--- config.mk ---
export PLATFORM = sky130hd
export DESIGN_NAME = rgb_to_hsv_converter_core
export DESIGN_NICKNAME = d
export VERILOG_FILES = /design/src/rtl/core/rhc_pkg.sv /design/src/rtl/core/rgb_to_hsv_converter_core.sv
export SDC_FILE = /design/constraint.sdc
export NUM_CORES = 1
export LEC_CHECK = 0
export BUFFER_PORTS_ARGS = -buffer_cell sky130_fd_sc_hd__buf_2
export CAP_MARGIN = 40
export CELL_PAD_IN_SITES_DETAIL_PLACEMENT = 1
export CELL_PAD_IN_SITES_GLOBAL_PLACEMENT = 2
export CORE_UTILIZATION = 48
export DETAILED_ROUTE_END_ITERATION = 10
export GPL_TIMING_DRIVEN = 0
export PLACE_DENSITY_LB_ADDON = 0.1
export SETUP_SLACK_MARGIN = 0.3
export SKIP_CTS_REPAIR_TIMING = 1
export SLEW_MARGIN = 15
export SYNTH_ARGS = -nofsm -noshare
export SYNTH_HDL_FRONTEND = slang
export SYNTH_SLANG_ARGS = --single-unit
export TNS_END_PERCENT = 30
--- constraint.sdc ---
create_clock -name clock -period 12.97 [get_ports clock]
set_input_delay 0.6485 -clock clock [delete_from_list [all_inputs] [get_ports clock]]
set_output_delay 0.6485 -clock clock [all_outputs]
set_load 0.01 [all_outputs]
--- src/rtl/core/rhc_pkg.sv ---
// ----------------------------------------------------------------------------
// rhc_pkg
// Types, constants and stage functions of the RGB to HSV converter pipeline.
// ----------------------------------------------------------------------------
`default_nettype none

package rhc_pkg;

   // scale and hue circle constants
   localparam logic [7:0] HSV_FULL_SCALE = 8'd255;
   localparam logic [7:0] HUE_SECTOR     = 8'd43;
   localparam logic [7:0] HUE_BASE_RED   = 8'd0;
   localparam logic [7:0] HUE_BASE_GREEN = 8'd85;
   localparam logic [7:0] HUE_BASE_BLUE  = 8'd171;

   // one quotient bit per divider stage, quotients fit in a byte
   localparam int DIV_STEPS   = 8;
   // front stage, divider load stage, divider steps, output stage
   localparam int STAGE_COUNT = DIV_STEPS + 3;

   // max/min and channel difference of one pixel
   typedef struct packed {
      logic [7:0] brightness;
      logic [7:0] span;
      logic [7:0] base;
      logic       neg;
      logic [7:0] abs_diff;
   } rhc_front_type;

   // state of both dividers travelling down the pipeline
   typedef struct packed {
      logic [7:0] brightness;
      logic [7:0] span;
      logic [7:0] base;
      logic       neg;
      logic [7:0] sat_rem;
      logic [7:0] sat_work;
      logic [7:0] hue_rem;
      logic [7:0] hue_work;
   } rhc_div_type;

   // largest and smallest channel, hue sector and signed difference
   function automatic rhc_front_type front_calc(input logic [7:0] red,
                                                input logic [7:0] green,
                                                input logic [7:0] blue);
      rhc_front_type f;
      logic [7:0]    hi;
      logic [7:0]    lo;
      logic [7:0]    x;
      logic [7:0]    y;
      hi = red;
      if (green > hi) hi = green;
      if (blue > hi) hi = blue;
      lo = red;
      if (green < lo) lo = green;
      if (blue < lo) lo = blue;
      // red wins ties, then green
      if (hi == red) begin
         f.base = HUE_BASE_RED;
         x = green;
         y = blue;
      end else if (hi == green) begin
         f.base = HUE_BASE_GREEN;
         x = blue;
         y = red;
      end else begin
         f.base = HUE_BASE_BLUE;
         x = red;
         y = green;
      end
      f.neg        = (x < y);
      f.abs_diff   = (x < y) ? (y - x) : (x - y);
      f.brightness = hi;
      f.span       = hi - lo;
      return f;
   endfunction

   // form both dividends and split them into remainder and shift word
   function automatic rhc_div_type div_init(input rhc_front_type f);
      rhc_div_type d;
      logic [15:0] sat_num;
      logic [15:0] hue_num;
      sat_num      = 16'(f.span) * 16'(HSV_FULL_SCALE);
      hue_num      = 16'(f.abs_diff) * 16'(HUE_SECTOR);
      d.brightness = f.brightness;
      d.span       = f.span;
      d.base       = f.base;
      d.neg        = f.neg;
      d.sat_rem    = sat_num[15:8];
      d.sat_work   = sat_num[7:0];
      d.hue_rem    = hue_num[15:8];
      d.hue_work   = hue_num[7:0];
      return d;
   endfunction

   // one restoring division step: remainder in the upper byte, shift word below
   function automatic logic [15:0] step_one(input logic [7:0] rem,
                                            input logic [7:0] work,
                                            input logic [7:0] divisor);
      logic [8:0] cand;
      logic [8:0] diff;
      logic       qbit;
      cand = {rem, work[7]};
      diff = cand - {1'b0, divisor};
      qbit = (cand >= {1'b0, divisor});
      return {(qbit ? diff[7:0] : cand[7:0]), work[6:0], qbit};
   endfunction

   // advance both dividers by one quotient bit
   function automatic rhc_div_type div_step(input rhc_div_type s);
      rhc_div_type d;
      logic [15:0] sat_next;
      logic [15:0] hue_next;
      sat_next   = step_one(s.sat_rem, s.sat_work, s.brightness);
      hue_next   = step_one(s.hue_rem, s.hue_work, s.span);
      d          = s;
      d.sat_rem  = sat_next[15:8];
      d.sat_work = sat_next[7:0];
      d.hue_rem  = hue_next[15:8];
      d.hue_work = hue_next[7:0];
      return d;
   endfunction

endpackage

`default_nettype wire

--- src/rtl/core/rgb_to_hsv_converter_core.sv ---
// ----------------------------------------------------------------------------
// rgb_to_hsv_converter_core
// Pipelined 8-bit RGB to HSV conversion with a valid/stall stream on both sides.
// ----------------------------------------------------------------------------
// Takes one pixel per clock while req_stall is low and returns one HSV result
// per pixel, in order. The two restoring dividers (255*(max-min)/max and
// 43*|diff|/(max-min)) run side by side over eight stages, one quotient bit
// per stage, after a compare and a multiply stage and before an output stage.
// Every stage holds its own valid bit, so bubbles close up under a stall and
// req_stall rises only when all stages are full and the output is stalled.
// Hue is on a 0..255 circle and wraps; a gray or black pixel gives hue 0.
`default_nettype none

module rgb_to_hsv_converter_core import rhc_pkg::*; (
   input  wire logic       clock,
   input  wire logic       reset,
   input  wire logic       req_valid,
   output      logic       req_stall,
   input  wire logic [7:0] req_red,
   input  wire logic [7:0] req_green,
   input  wire logic [7:0] req_blue,
   output      logic       rsp_valid,
   input  wire logic       rsp_stall,
   output      logic [7:0] rsp_hue,
   output      logic [7:0] rsp_saturation,
   output      logic [7:0] rsp_brightness
);

   localparam int LAST = STAGE_COUNT - 1;

   logic [STAGE_COUNT-1:0] vld_ff;
   logic [STAGE_COUNT-1:0] vld_in;
   logic [STAGE_COUNT-1:0] rdy;

   rhc_front_type front_ff;
   rhc_front_type front_in;
   rhc_div_type   div_ff [DIV_STEPS+1];
   rhc_div_type   div_in [DIV_STEPS+1];

   logic [7:0] hue_ff;
   logic [7:0] hue_in;
   logic [7:0] sat_ff;
   logic [7:0] sat_in;
   logic [7:0] bright_ff;

   // per-stage ready: a stage moves when empty or when the next one moves
   always_comb begin
      rdy[LAST] = !vld_ff[LAST] || !rsp_stall;
      for (int i = LAST - 1; i >= 0; i--) begin
         rdy[i] = !vld_ff[i] || rdy[i+1];
      end
      vld_in[0] = rdy[0] ? req_valid : vld_ff[0];
      for (int i = 1; i < STAGE_COUNT; i++) begin
         vld_in[i] = rdy[i] ? vld_ff[i-1] : vld_ff[i];
      end
   end

   // valid bits
   always_ff @(posedge clock) begin
      if (reset) begin
         vld_ff <= '0;
      end else begin
         vld_ff <= vld_in;
      end
   end

   // stage functions
   always_comb begin
      front_in  = front_calc(req_red, req_green, req_blue);
      div_in[0] = div_init(front_ff);
      for (int k = 1; k <= DIV_STEPS; k++) begin
         div_in[k] = div_step(div_ff[k-1]);
      end
   end

   // hue: sector base plus signed quotient, gray pixels forced to zero
   always_comb begin
      if (div_ff[DIV_STEPS].span == 8'd0) begin
         hue_in = 8'd0;
         sat_in = 8'd0;
      end else begin
         hue_in = div_ff[DIV_STEPS].neg
                  ? (div_ff[DIV_STEPS].base - div_ff[DIV_STEPS].hue_work)
                  : (div_ff[DIV_STEPS].base + div_ff[DIV_STEPS].hue_work);
         sat_in = div_ff[DIV_STEPS].sat_work;
      end
   end

   // payload registers load on a transfer into their stage
   always_ff @(posedge clock) begin
      if (rdy[0] && req_valid) begin
         front_ff <= front_in;
      end
      for (int k = 0; k <= DIV_STEPS; k++) begin
         if (rdy[k+1] && vld_ff[k]) begin
            div_ff[k] <= div_in[k];
         end
      end
      if (rdy[LAST] && vld_ff[LAST-1]) begin
         hue_ff    <= hue_in;
         sat_ff    <= sat_in;
         bright_ff <= div_ff[DIV_STEPS].brightness;
      end
   end

   // outputs
   assign req_stall      = !rdy[0];
   assign rsp_valid      = vld_ff[LAST];
   assign rsp_hue        = hue_ff;
   assign rsp_saturation = sat_ff;
   assign rsp_brightness = bright_ff;

   // input is held off only when every stage is full
   assert property (@(posedge clock) disable iff (reset)
      req_stall |-> (vld_ff == '1))
      else $error("input stalled while pipeline has a free stage");

   // an input transfer always lands in the front stage
   assert property (@(posedge clock) disable iff (reset)
      (req_valid && !req_stall) |=> vld_ff[0])
      else $error("input transfer lost at front stage");

   // a black pixel has no saturation
   assert property (@(posedge clock) disable iff (reset)
      (rsp_valid && rsp_brightness == 8'd0) |-> (rsp_saturation == 8'd0))
      else $error("nonzero saturation on black pixel");

   // a gray pixel has no hue
   assert property (@(posedge clock) disable iff (reset)
      (rsp_valid && rsp_saturation == 8'd0) |-> (rsp_hue == 8'd0))
      else $error("nonzero hue on gray pixel");

endmodule

`default_nettype wire

After elaboration in Yosys (flattened, before gate mapping)
Memory sizes are Yosys's and may differ from the RTL's.
Index checks and enable logic that the tools add are counted.
{"block": "op_classes", "n_addsub": 21, "multipliers": 2, "n_div": 0, "n_lt_le_gt_ge": 21, "eq_ne": 2, "n_shift": 0, "muxes": 45, "n_bitwise": 0, "n_reduce_logical": 36}
{"op": "$mux W8", "count": 27}
{"op": "$sub A8 B8 Y8", "count": 20}
{"op": "$ge A9 B8 Y1", "count": 16}
{"op": "$lt A8 B8 Y1", "count": 3}
{"op": "$mux W1", "count": 18}
{"op": "$eq A8 B8 Y1", "count": 2}
{"op": "$gt A8 B8 Y1", "count": 2}
{"op": "$mul A8 B8 Y16 const B", "count": 1}
{"op": "$mul A8 B6 Y14 const B", "count": 1}
{"op": "$logic_not A1 Y1", "count": 13}
{"op": "$logic_and A1 B1 Y1", "count": 11}
{"op": "$logic_or A1 B1 Y1", "count": 11}
{"op": "$add A8 B8 Y8", "count": 1}
{"op": "$logic_not A8 Y1", "count": 1}
{"block": "word_totals", "register_bits": 68, "latch_bits": 0, "ram_bits": 513, "romBits": 0, "n_memories": 1}
{"name": "div_ff", "depth": 9, "word_bits": 57, "read_ports": 9, "rd_ports_with_merged_regs": 0, "wr": 9, "line": "rgb_to_hsv_converter_core.sv:37", "text": "rhc_div_type div_ff [DIV_STEPS+1];"}

Longest topological paths before layout
Gate-level depths: netlist of the first run.
{"block": "depth", "word_depth": 14, "depth_mapped": 39, "ltp_nobuf": 31}

Least setup slack after synthesis of the first run
Ideal clock, no wire load.
{"block": "synth_path", "path_type": "in2reg", "startpoint": "input req_red[1]", "endpoint": "register front_ff[5] (netlist name) (data pin)", "setup_ns": 0.260, "t_arrival_ns": 7.513, "required_time_ns": 12.710, "slack_ns": 5.198, "cell_stages": 35, "path_buffers": 7, "path_cell_list": "clkbuf_1 inv_1 ha_1 nor2b_1 o211ai_1 a211oi_2 buf_2 nor2_1 clkbuf_1 nor2_1 a21oi_1 ha_1 and3_1 a221o_1 a22o_1 buf_4 nor3_1 a221oi_1 o2111ai_1 or2_1 clkbuf_1 clkbuf_1 a21oi_1 a21o_1 ha_1 a21o_1 a21oi_1 nor2b_1 o21ai_0 a21oi_1 clkbuf_1 mux2_2 a21boi_0 o31a_1 xnor2_1"}
{"item": "from (decl)", "line": "rgb_to_hsv_converter_core.sv:19", "text": "input wire logic [7:0] req_red,"}
{"item": "to (signal assigned)", "line": "rgb_to_hsv_converter_core.sv:92", "text": "front_ff <= front_in;"}
{"item": "to (decl)", "line": "rgb_to_hsv_converter_core.sv:35", "text": "rhc_front_type front_ff;"}

==> results by group, run 1 <==
Drt
  – Final ANT Viol Nets: 0
  – Number of DRC markers in iteration 0: 485
  – TritonRoute pass-1 iters: 6
  – Vias: 16.71k
  – WL per Instance: 17.52 um
  – DRC errors left: 0
  – Via density per instance: 5.295
  – Total Wirelength: 55.29 mm

CTS
  – Clock sink total: 505
  – Max Root-Sink Buffers: 3
  – Clock Tree Root: clkbuf_16
  – Reg clk slew, reported paths: 0.06 ns
  – CTS tree: done
  – Clk_lat worst skew: 0.62 ns
  – CTS buffer count: 54
  – Htree depth: 2

Synth
  – Share of the synthesized area in the top cell type: 0.5515
  – FFs w/ async S/R, synth: 0
  – Main synth FF type: edfxtp_1
  – Synth unique cells: 64
  – Synth warn: 0
  – Top-count cell post-synth: edfxtp_1
  – Synth Area in Compound Gates: 0.1086
  – Largest area contributor in the netlist: edfxtp_1
  – Largest family of logic cells by synthesized area: adder cells
  – Post-synth EDFFs: 494
  – Syn Nets: 2571
  – Mapped Area: 26900 um2
  – Commonest cells in the netlist: edfxtp_1 (494), inv_1 (331), ha_1 (250), nor2_1 (166), o21ai_0 (141)
  – Top cells by area, synth: edfxtp_1 (55%), ha_1 (12%), inv_1 (4.6%)
  – Synth Area in Simple Gates: 0.07931
  – Number of synthesized register bits: 505
  – Avg Cell Area, Syn: 12.03 um2
  – Register area share after synthesis: 0.5597
  – Xor/xnor share of the synthesized area: 0.03028
  – Mapped Cells: 2236
  – Adder-cell area share of the yosys netlist: 0.1587
  – Post-synthesis mux area share: 0.01075

STA
  – Worst Max-Slew Pin Slew: 0.9470 ns
  – Endpoints failing setup: 0
  – Period utilization: 0.6933
  – Final Max Slew Viols: 0
  – Max_slew headroom: 0.3687
  – Final hold violation count: 0
  – RSZ-0062 raised after global routing: no
  – Fin crit period: 8.992 ns
  – Fmax: 0.1112 GHz
  – Setup TNS: 0 ns
  – Clock Skews: 0.03478 ns

Critical path
  – Crit path capture type: register
  – CP max FO: 10
  – Crit path required time: 13.30 ns
  – WP data arrival: 9.32 ns
  – Most used cell, CP: clkbuf_1
  – CP peak stage delay: 0.87 ns
  – CP Class: in -> reg
  – Worst Setup Start Kind: input pin
  – Worst path top cell family by delay: compound AO/OA/AOI/OAI gates
  – Buffers plus inverters on the worst setup path: 9
  – Critical-path top delay cell: a222oi_1

Power
  – LEAKAGE: 12.21 nW
  – Max IR drop VDD: 0.0009332 V
  – Pwr dens: 247.8 nW/um2
  – Power Total: 7.522 mW

Placed design
  – GPL Wtd Cong: 0.8610
  – DP HPWL: 43.85 mm
  – Number of I/O port buffers: 52

Floorplanning
  – Die area: 56990 um2
  – Starting Density: 0.4873
  – Die W: 238.7 um
  – Core area: 55200 um2
  – Die Y: 238.7 um
  – FP Rows: 86
  – I/O Pins: 54

Flow run
  – Max-Cap Viols: 0

Finish
  – Layout cells sized above 1: 0.07766
  – Antenna diodes: 0
  – Final core occ: 0.5500
  – Area Overhead vs Synth: 12.88%
  – Nets@finish: 2697
  – Layout filler cell count: 5721

Worst hold path
  – Hold Crit Class: in -> reg

GRT
  – GR peak layer: met2
  – Global-route wire length before repair: 90.62 mm
  – Largest net degree at the start of global routing: 33
  – M1 GR Usage: 0.2118
  – M3 GR Usage: 0.02991
  – M2 GR Usage: 0.3924
  – Antenna violations before repair: 1
  – Congestion Overflow GR: 0
  – GRT Total Usage: 0.1997
  – Vias in the first global route: 18.41k

Status
  – Status: completed
cell type report:
type	count	area, um2	share of cell area
multi-input cells	1359	10530	0.3469
well taps	748	935.9	0.03083
inverters	332	1246	0.04105
clock inverters	35	322.8	0.01063
flip-flops and latches	505	15050	0.4958
plain buffers	40	171.4	0.005646
clock buffers	67	1430	0.04710
repair buffers	70	669.4	0.02205
state kept, by name, summed over array words and instances, names as in the netlist:
name / count
rsp_brightness: 8
front_ff: 8
rsp_saturation: 8
rsp_hue: 8
div_in: 20
vld_ff: 11
div_ff: 442
path summary, 6_finish.rpt:
check                                         startpoint                        to  slack, ns  cells past startpoint
worst max-delay path                          req_red[1]     front_ff[6]$_DFFE_PP_       3.98                     33
worst min-delay path                               reset    vld_ff[4]$_SDFFE_PP0P_       0.23                      2
worst min register to register  div_ff[0][286]$_DFFE_PP_  div_ff[0][344]$_DFFE_PP_       0.40                      0
worst max register to register     div_in[497]$_DFFE_PP_   div_ff[0][29]$_DFFE_PP_       7.98                     15
through the flow:
stage / cell area, um2 / setup WS [ns] / instances / hold slack, ns
2_1_floorplan: 26900 / 5.198 / 2236 / 0.4003
3_3_place_gp: 28090 / 3.481 / 3036 / 0.4006
3_5_place_dp: 28610 / 3.364 / 3054 / 0.4052
4_1_cts: 30360 / 3.980 / 3156 / 0.1851
5_1_grt: 30360 / 3.130 / 3156 / 0.2027
6_report: 30360 / 3.978 / 3156 / 0.2304
layer usage:
metal	vias to the layer above	wire length (um)
met1	8177	21530
met3	111	1621
met5	-	8
met2	221	30270
met4	2	1854
li1	8200	-
where the power goes:
| group | switching, mW | total (mW) | leakage, nW | internal, mW |
|---|---|---|---|---|
| Sequential | 0.0988 | 2.29 | 4.57 | 2.19 |
| Combinational | 2.04 | 3.75 | 6.81 | 1.71 |
| Clock | 0.636 | 1.48 | 0.826 | 0.849 |
cells in the final DEF (no fill, tap or decap), types with 45 or more instances in the layout:
master / count
fa_1: 57
edfxtp_1: 494
xnor2_1: 52
a21oi_1: 140
nand2_1: 118
ha_1: 250
o21ai_0: 141
inv_1: 331
a21o_1: 48
clkbuf_16: 54
buf_2: 54
nor2_1: 165
clkbuf_1: 45
cells by family after synthesis:
group                    Yosys count
AO/OA/AOI/OAI                    472
XOR/XNOR                          93
adder cells (fa/ha/maj)          307
buffers and inverters            372
flip-flops                       505
multiplexers                      27
AND/OR/NAND/NOR                  460
(Power assumes the default switching activity.)
==> inputs of run 2 (changes only) <==
--- a/config.mk
+++ b/config.mk
@@ -5,11 +5,12 @@
 export SDC_FILE = /design/constraint.sdc
 export NUM_CORES = 1
 export LEC_CHECK = 0
+export ABC_AREA = 1
 export BUFFER_PORTS_ARGS = -buffer_cell sky130_fd_sc_hd__buf_2
 export CAP_MARGIN = 40
 export CELL_PAD_IN_SITES_DETAIL_PLACEMENT = 1
 export CELL_PAD_IN_SITES_GLOBAL_PLACEMENT = 2
-export CORE_UTILIZATION = 48
+export CORE_UTILIZATION = 39
 export DETAILED_ROUTE_END_ITERATION = 10
 export GPL_TIMING_DRIVEN = 0
 export PLACE_DENSITY_LB_ADDON = 0.1
==> constraint.sdc (replaced) <==
create_clock -name clock -period 7.4 [get_ports clock]
set_input_delay 0.37 -clock clock [delete_from_list [all_inputs] [get_ports clock]]
set_output_delay 0.37 -clock clock [all_outputs]
set_load 0.01 [all_outputs]
==> run 2 against run 1 <==
Against the previous run:
- die area grew 22%
- combinational power rose by 66%
- first-iteration DRC count decreased by 3.7%
- critical endpoint is now front_ff[7]$_DFFE_PP_
==> results by group, run 2 <==
Drt
  – Total Wirelength: 51.88 mm
  – Highest routed metal layer: met4
  – Wire length on met1: 20.20 mm
  – Met2 wire length: 28.45 mm
  – DRC errors left: 0
  – Vias: 16.44k
  – WL per Instance: 15.22 um
  – Via density per instance: 4.822
  – TritonRoute pass-1 iters: 5
  – Final ANT Viol Nets: 0
  – Number of DRC markers in iteration 0: 467
  – Metal3 WL: 1.612 mm

Floorplanning
  – Starting Density: 0.3968
  – Core area: 67510 um2
  – I/O Pins: 54
  – Die area: 69740 um2
  – Die Y: 264.1 um
  – Die W: 264.1 um
  – FP Rows: 95

Synth
  – Number of synthesized register bits: 505
  – Top cells by area, synth: edfxtp_1 (55%), ha_1 (12%), inv_1 (5.7%)
  – Synth warn: 0
  – Main synth FF type: edfxtp_1
  – Register area share after synthesis: 0.5620
  – Synth unique cells: 45
  – Largest area contributor in the netlist: edfxtp_1
  – Post-synth EDFFs: 494
  – Share of the synthesized area in the top cell type: 0.5537
  – Mapped Cells: 2365
  – Top-count cell post-synth: edfxtp_1
  – Mapped Area: 26790 um2
  – Commonest cells in the netlist: edfxtp_1 (494), inv_1 (406), nand2_1 (252), ha_1 (250), nor2_1 (244)
  – Avg Cell Area, Syn: 11.33 um2
  – FFs w/ async S/R, synth: 0
  – Syn Nets: 2700

STA
  – WHS: 0.04955 ns
  – Max_slew headroom: 0.4724
  – Endpoints failing setup: 0
  – Setup TNS: 0 ns
  – Worst Max-Slew Pin Slew: 0.7895 ns
  – Clock Skews: 0.01763 ns
  – RSZ-0062 raised after global routing: no
  – Period utilization: 0.8298
  – Final Max Slew Viols: 0
  – Fin crit period: 6.140 ns
  – Fmax: 0.1629 GHz
  – Final hold violation count: 0

Flow run
  – Max-Cap Viols: 0

Power
  – Pwr dens: 428.1 nW/um2
  – LEAKAGE: 12.80 nW
  – Max IR drop VDD: 0.0008053 V

Critical path
  – CP peak stage delay: 0.42 ns
  – Worst Setup Start Kind: input pin
  – Most used cell, CP: nand2_1
  – R2R depth: 19
  – Reg-to-Reg Start: div_in[500]$_DFFE_PP_
  – FF-to-FF setup slack: 2.44 ns
  – WP data arrival: 6.49 ns
  – Critical-path top delay cell: a221oi_2
  – Crit path capture type: register
  – CP max FO: 10
  – Critical R2R Capture: div_ff[0][31]$_DFFE_PP_
  – CP Class: in -> reg
  – Crit path required time: 7.75 ns

CTS
  – Max Root-Sink Buffers: 3
  – Htree depth: 2
  – Reg clk slew, reported paths: 0.06 ns
  – Clk_lat worst skew: 0.60 ns
  – CTS tree: done
  – CTS buffer count: 57
  – Clock Tree Root: clkbuf_16
  – Clock sink total: 505

Finish
  – Max reg flops: 442
  – Final core occ: 0.4492
  – FF/Latch Area: 15050 um2
  – Nets@finish: 2822
  – Multi-input logic area: 10040 um2
  – Commonest non-fill, non-tap cell in the layout: edfxtp_1
  – Layout filler cell count: 7252
  – Area Overhead vs Synth: 13.21%
  – Largest reg by FF count: div_ff
  – Most frequent cells in the layout: edfxtp_1 (494), inv_1 (401), nand2_1 (252), ha_1 (250), nor2_1 (239)
  – Design area: 30330 um2
  – Layout cells sized above 1: 0.08994

Placed design
  – DP HPWL: 41.58 mm
  – GPL Wtd Cong: 0.8193
  – Placed cell areas: 28390 um2
  – Number of I/O port buffers: 53

Worst hold path
  – Hold path start: req_valid
  – WHS Endpoint: vld_ff[0]$_SDFFE_PP0N_
  – Hold Crit Class: in -> reg
  – Min-Delay Path Depth: 3

GRT
  – Congestion Overflow GR: 0
  – Largest net degree at the start of global routing: 37
  – Global-route wire length before repair: 86.59 mm
  – Vias in the first global route: 17.62k
  – Antenna violations before repair: 1
  – GRT Total Usage: 0.1531

Status
  – Status: completed
[run 2: cell types whose count changed after synthesis, moves of 26 or more]
| cell | delta |
|---|---|
| nor2b_1 | -41 |
| o21ai_0 | -63 |
| a21o_1 | -44 |
| a21boi_0 | -45 |
| o31ai_1 | -26 |
| nand3_1 | +53 |
| a21oi_1 | +61 |
| inv_1 | +75 |
| nor2_1 | +78 |
| xor2_1 | +49 |
| nand2_1 | +134 |
[run 2: final cells by class]
type,instances,share of cell area
repair buffers,63,0.01551
clock buffers,72,0.05153
plain buffers,30,0.005405
flip-flops and latches,505,0.4964
well taps,873,0.03602
inverters,421,0.05211
multi-input cells,1409,0.3312
clock inverters,35,0.01180
diodes,1,0.00008251
[run 2: critical path, delay by kind of cell]
family / cells / cell delay [ns]
buffers and inverters: 9 / 1.28
adder cells (fa/ha/maj): 3 / 0.96
AND/OR/NAND/NOR: 22 / 2.17
AO/OA/AOI/OAI: 7 / 1.70
[run 2: kinds of logic after synthesis]
family,synth area share
compound gates,0.07576
xor+xnor,0.03956
fa+ha+maj,0.1594
buf+inv,0.06511
flops,0.5620
simple gates,0.09827
[run 2: layer usage]
metal	vias to the layer above	GRT usage
met5	-	0
met4	0	0.05154
met3	103	0.02601
met2	162	0.3016
met1	7882	0.1619
li1	8292	-
[run 2: power breakdown]
part / total, mW / switching (mW) / internal, mW
clock: 2.81 / 1.10 / 1.70
combinational: 6.21 / 3.62 / 2.59
sequential: 3.97 / 0.151 / 3.82
total: 13.0 / 4.87 / 8.11
[run 2: per-stage QoR]
step | std cells | setup WS (ns) | power (mW)
after floorplan | 2365 | 1.991 | 8.800
after CTS | 3407 | 0.8247 | 13.32
after global routing | 3408 | 0.4280 | 14.28
after detailed placement | 3300 | 0.2105 | 10.40
final | 3409 | 1.260 | 12.98
after global placement | 3291 | 0.2523 | 10.26
[run 2: worst max-delay path by stage]
| stage | to | depth (start not counted) | slack, ns | start |
|---|---|---|---|---|
| 6_report | front_ff[7]$_DFFE_PP_ | 41 | 1.26 | req_red[5] |
| 3_3_place_gp | front_ff[7]$_DFFE_PP_ | 39 | 0.25 | req_red[5] |
| 5_1_grt | front_ff[7]$_DFFE_PP_ | 41 | 0.43 | req_red[5] |
| 3_5_place_dp | front_ff[7]$_DFFE_PP_ | 41 | 0.21 | req_red[5] |
| 4_1_cts | front_ff[7]$_DFFE_PP_ | 41 | 0.82 | req_red[5] |
| 2_1_floorplan | front_ff[3]$_DFFE_PP_ | 44 | 1.99 | req_red[5] |
==> inputs of run 3 (changes only) <==
==> constraint.sdc (replaced) <==
create_clock -name clock -period 5.4 [get_ports clock]
set_input_delay 0.27 -clock clock [delete_from_list [all_inputs] [get_ports clock]]
set_output_delay 0.27 -clock clock [all_outputs]
set_load 0.01 [all_outputs]
==> run 3 against run 2 <==
Against the previous run:
- combinational power rose by 38%
- sequential share of layout area shrank 2.1 points
- critical path depth unchanged
- flip-flop and latch count unchanged
- register-to-register slack lost 1.9 ns
- wire length increased by 3.3%
- utilization grew 2.0 points
- setup slack worse by 1.2 ns
- clock skew increased by 0.0050 ns
- global-route usage up 0.066 points
- count of clock-buffer cells in the layout shrank 13
- clock power increased by 42%
- largest power group unchanged
- highest routed layer unchanged
==> results by group, run 3 (same netlist as run 2, synthesis figures left out) <==
Finish
  – Most frequent cells in the layout: edfxtp_1 (494), inv_1 (391), ha_1 (234), nor2_1 (231), nand2_1 (216)
  – Largest reg by FF count: div_ff
  – Commonest non-fill, non-tap cell in the layout: edfxtp_1
  – Design area: 31670 um2
  – Antenna diodes: 0
  – Max reg flops: 442
  – Layout cells sized above 1: 0.1406
  – Nets@finish: 2873
  – Area Overhead vs Synth: 18.23%
  – Non-filler cells, final: 3454
  – Final core occ: 0.4691

STA
  – Max_slew headroom: 0.4909
  – RSZ-0062 raised after global routing: yes
  – Fmax: 0.1890 GHz
  – Clock Skews: 0.02266 ns
  – Fin crit period: 5.292 ns
  – Final Max Slew Viols: 0
  – Final hold violation count: 0
  – Period utilization: 0.9799
  – Worst Max-Slew Pin Slew: 0.7619 ns
  – Endpoints failing setup: 0
  – WHS: 0.1695 ns
  – Setup TNS: 0 ns

Floorplanning
  – I/O Pins: 54
  – FP Rows: 95
  – Starting Density: 0.3968
  – Die W: 264.1 um
  – Die area: 69740 um2
  – Die Y: 264.1 um
  – Core area: 67510 um2

Critical path
  – Worst Setup Start Kind: input pin
  – Reg-to-Reg Start: div_in[500]$_DFFE_PP_
  – CP peak stage delay: 0.39 ns
  – Most used cell, CP: nand2_4
  – FF-to-FF setup slack: 0.55 ns
  – Crit path required time: 5.73 ns
  – Buffers plus inverters on the worst setup path: 8
  – Crit path capture type: register
  – Critical R2R Capture: div_ff[0][31]$_DFFE_PP_
  – Worst path top cell family by delay: simple AND/OR/NAND/NOR gates
  – CP max FO: 6
  – Critical Path Source: req_red[1]
  – R2R depth: 19
  – Critical-path top delay cell: ha_1
  – CP Class: in -> reg
  – WP data arrival: 5.63 ns

CTS
  – Reg clk slew, reported paths: 0.06 ns
  – CTS tree: done
  – Clk_lat worst skew: 0.61 ns
  – Clock Tree Root: clkbuf_16
  – Max Root-Sink Buffers: 3
  – Clock sink total: 505
  – CTS buffer count: 54
  – Htree depth: 2

Flow run
  – Max-Cap Viols: 0

Power
  – Int Pwr: 11.39 mW
  – Comb pwr share: 0.477
  – Fraction of power spent switching nets: 0.3683
  – Clock power frac: 0.221
  – Max IR drop VDD: 0.001106 V
  – Seq pwr share: 0.302
  – LEAKAGE: 13.25 nW
  – Pwr dens: 569.3 nW/um2
  – Switching pwr: 6.641 mW

Placed design
  – DP HPWL: 41.42 mm
  – Number of I/O port buffers: 53
  – Placed cell areas: 28560 um2
  – GPL Wtd Cong: 0.8326
  – Dpl cells: 3300

Drt
  – Via density per instance: 4.805
  – WL per Instance: 15.51 um
  – TritonRoute pass-1 iters: 5
  – DRC errors left: 0
  – Number of DRC markers in iteration 0: 493
  – Total Wirelength: 53.57 mm
  – Final ANT Viol Nets: 0
  – Vias: 16.60k

Worst hold path
  – Hold path start: rsp_stall
  – Hold Crit Class: in -> reg
  – WHS Endpoint: vld_ff[9]$_SDFFE_PP0P_
  – Min-Delay Path Depth: 5

GRT
  – Antenna violations before repair: 0
  – Congestion Overflow GR: 0
  – Global-route wire length before repair: 86.88 mm
  – GRT Total Usage: 0.1538
  – Vias in the first global route: 17.51k
  – Largest net degree at the start of global routing: 37

Status
  – Status: completed
## run 3: changes by cell type in the layout (fill, tap and decap cells not counted), sizes merged, moves of 2 or more
cell and change:
buf +47, clkinvlp +4, inv -6, dlygate4sd3 +2
clkbuf -8, bufinv +7
## run 3: worst min-delay path, delay by kind of cell
kind            cells  cell delay, ns
simple gates        2            0.18
buf+inv             2            0.21
compound gates      1            0.07
## run 3: final cells by class
type / instances / area (um2)
buffer: 30 / 225.2
tap: 873 / 1092
sequential: 505 / 15050
inverter: 421 / 1620
multi-input combinational: 1409 / 10720
clock inverter: 40 / 550.5
clock buffer: 59 / 1391
fill: 7182 / 35840
timing repair buffer: 117 / 1018
## run 3: worst max path at each step
stage | cells past startpoint | to
after global routing | 46 | front_ff[6]$_DFFE_PP_
after global placement | 37 | front_ff[7]$_DFFE_PP_
after floorplan | 42 | front_ff[3]$_DFFE_PP_
after CTS | 37 | front_ff[7]$_DFFE_PP_
after detailed placement | 37 | front_ff[7]$_DFFE_PP_
final | 41 | front_ff[6]$_DFFE_PP_
## run 3: metrics by stage
| stage | worst slack [ns] | total power, mW |
|---|---|---|
| after floorplan | 0.2905 | 12.08 |
| after detailed placement | -1.168 | 14.11 |
| final | 0.1083 | 18.03 |
| after global placement | -1.188 | 13.94 |
| after global routing | -0.09099 | 19.77 |
| after CTS | -0.5459 | 18.23 |
## run 3: routing by layer
metal / wire [um] / part of all wire / global-route usage
met1: 21660 / 0.40 / 0.1696
met2: 28940 / 0.54 / 0.2951
met3: 1222 / 0.023 / 0.01911
met4: 1759 / 0.033 / 0.06254
met5: 0 / 0 / 0
## run 3: power by group through the flow
stage                     sequential, mW  combinational [mW]  clock [mW]
after global routing                5.47                10.1        4.25
after CTS                           5.45                8.66        4.13
after global placement              5.53                8.42           0
after floorplan                     5.43                6.65           0
after detailed placement            5.53                8.58           0
final                               5.44                8.60        3.99
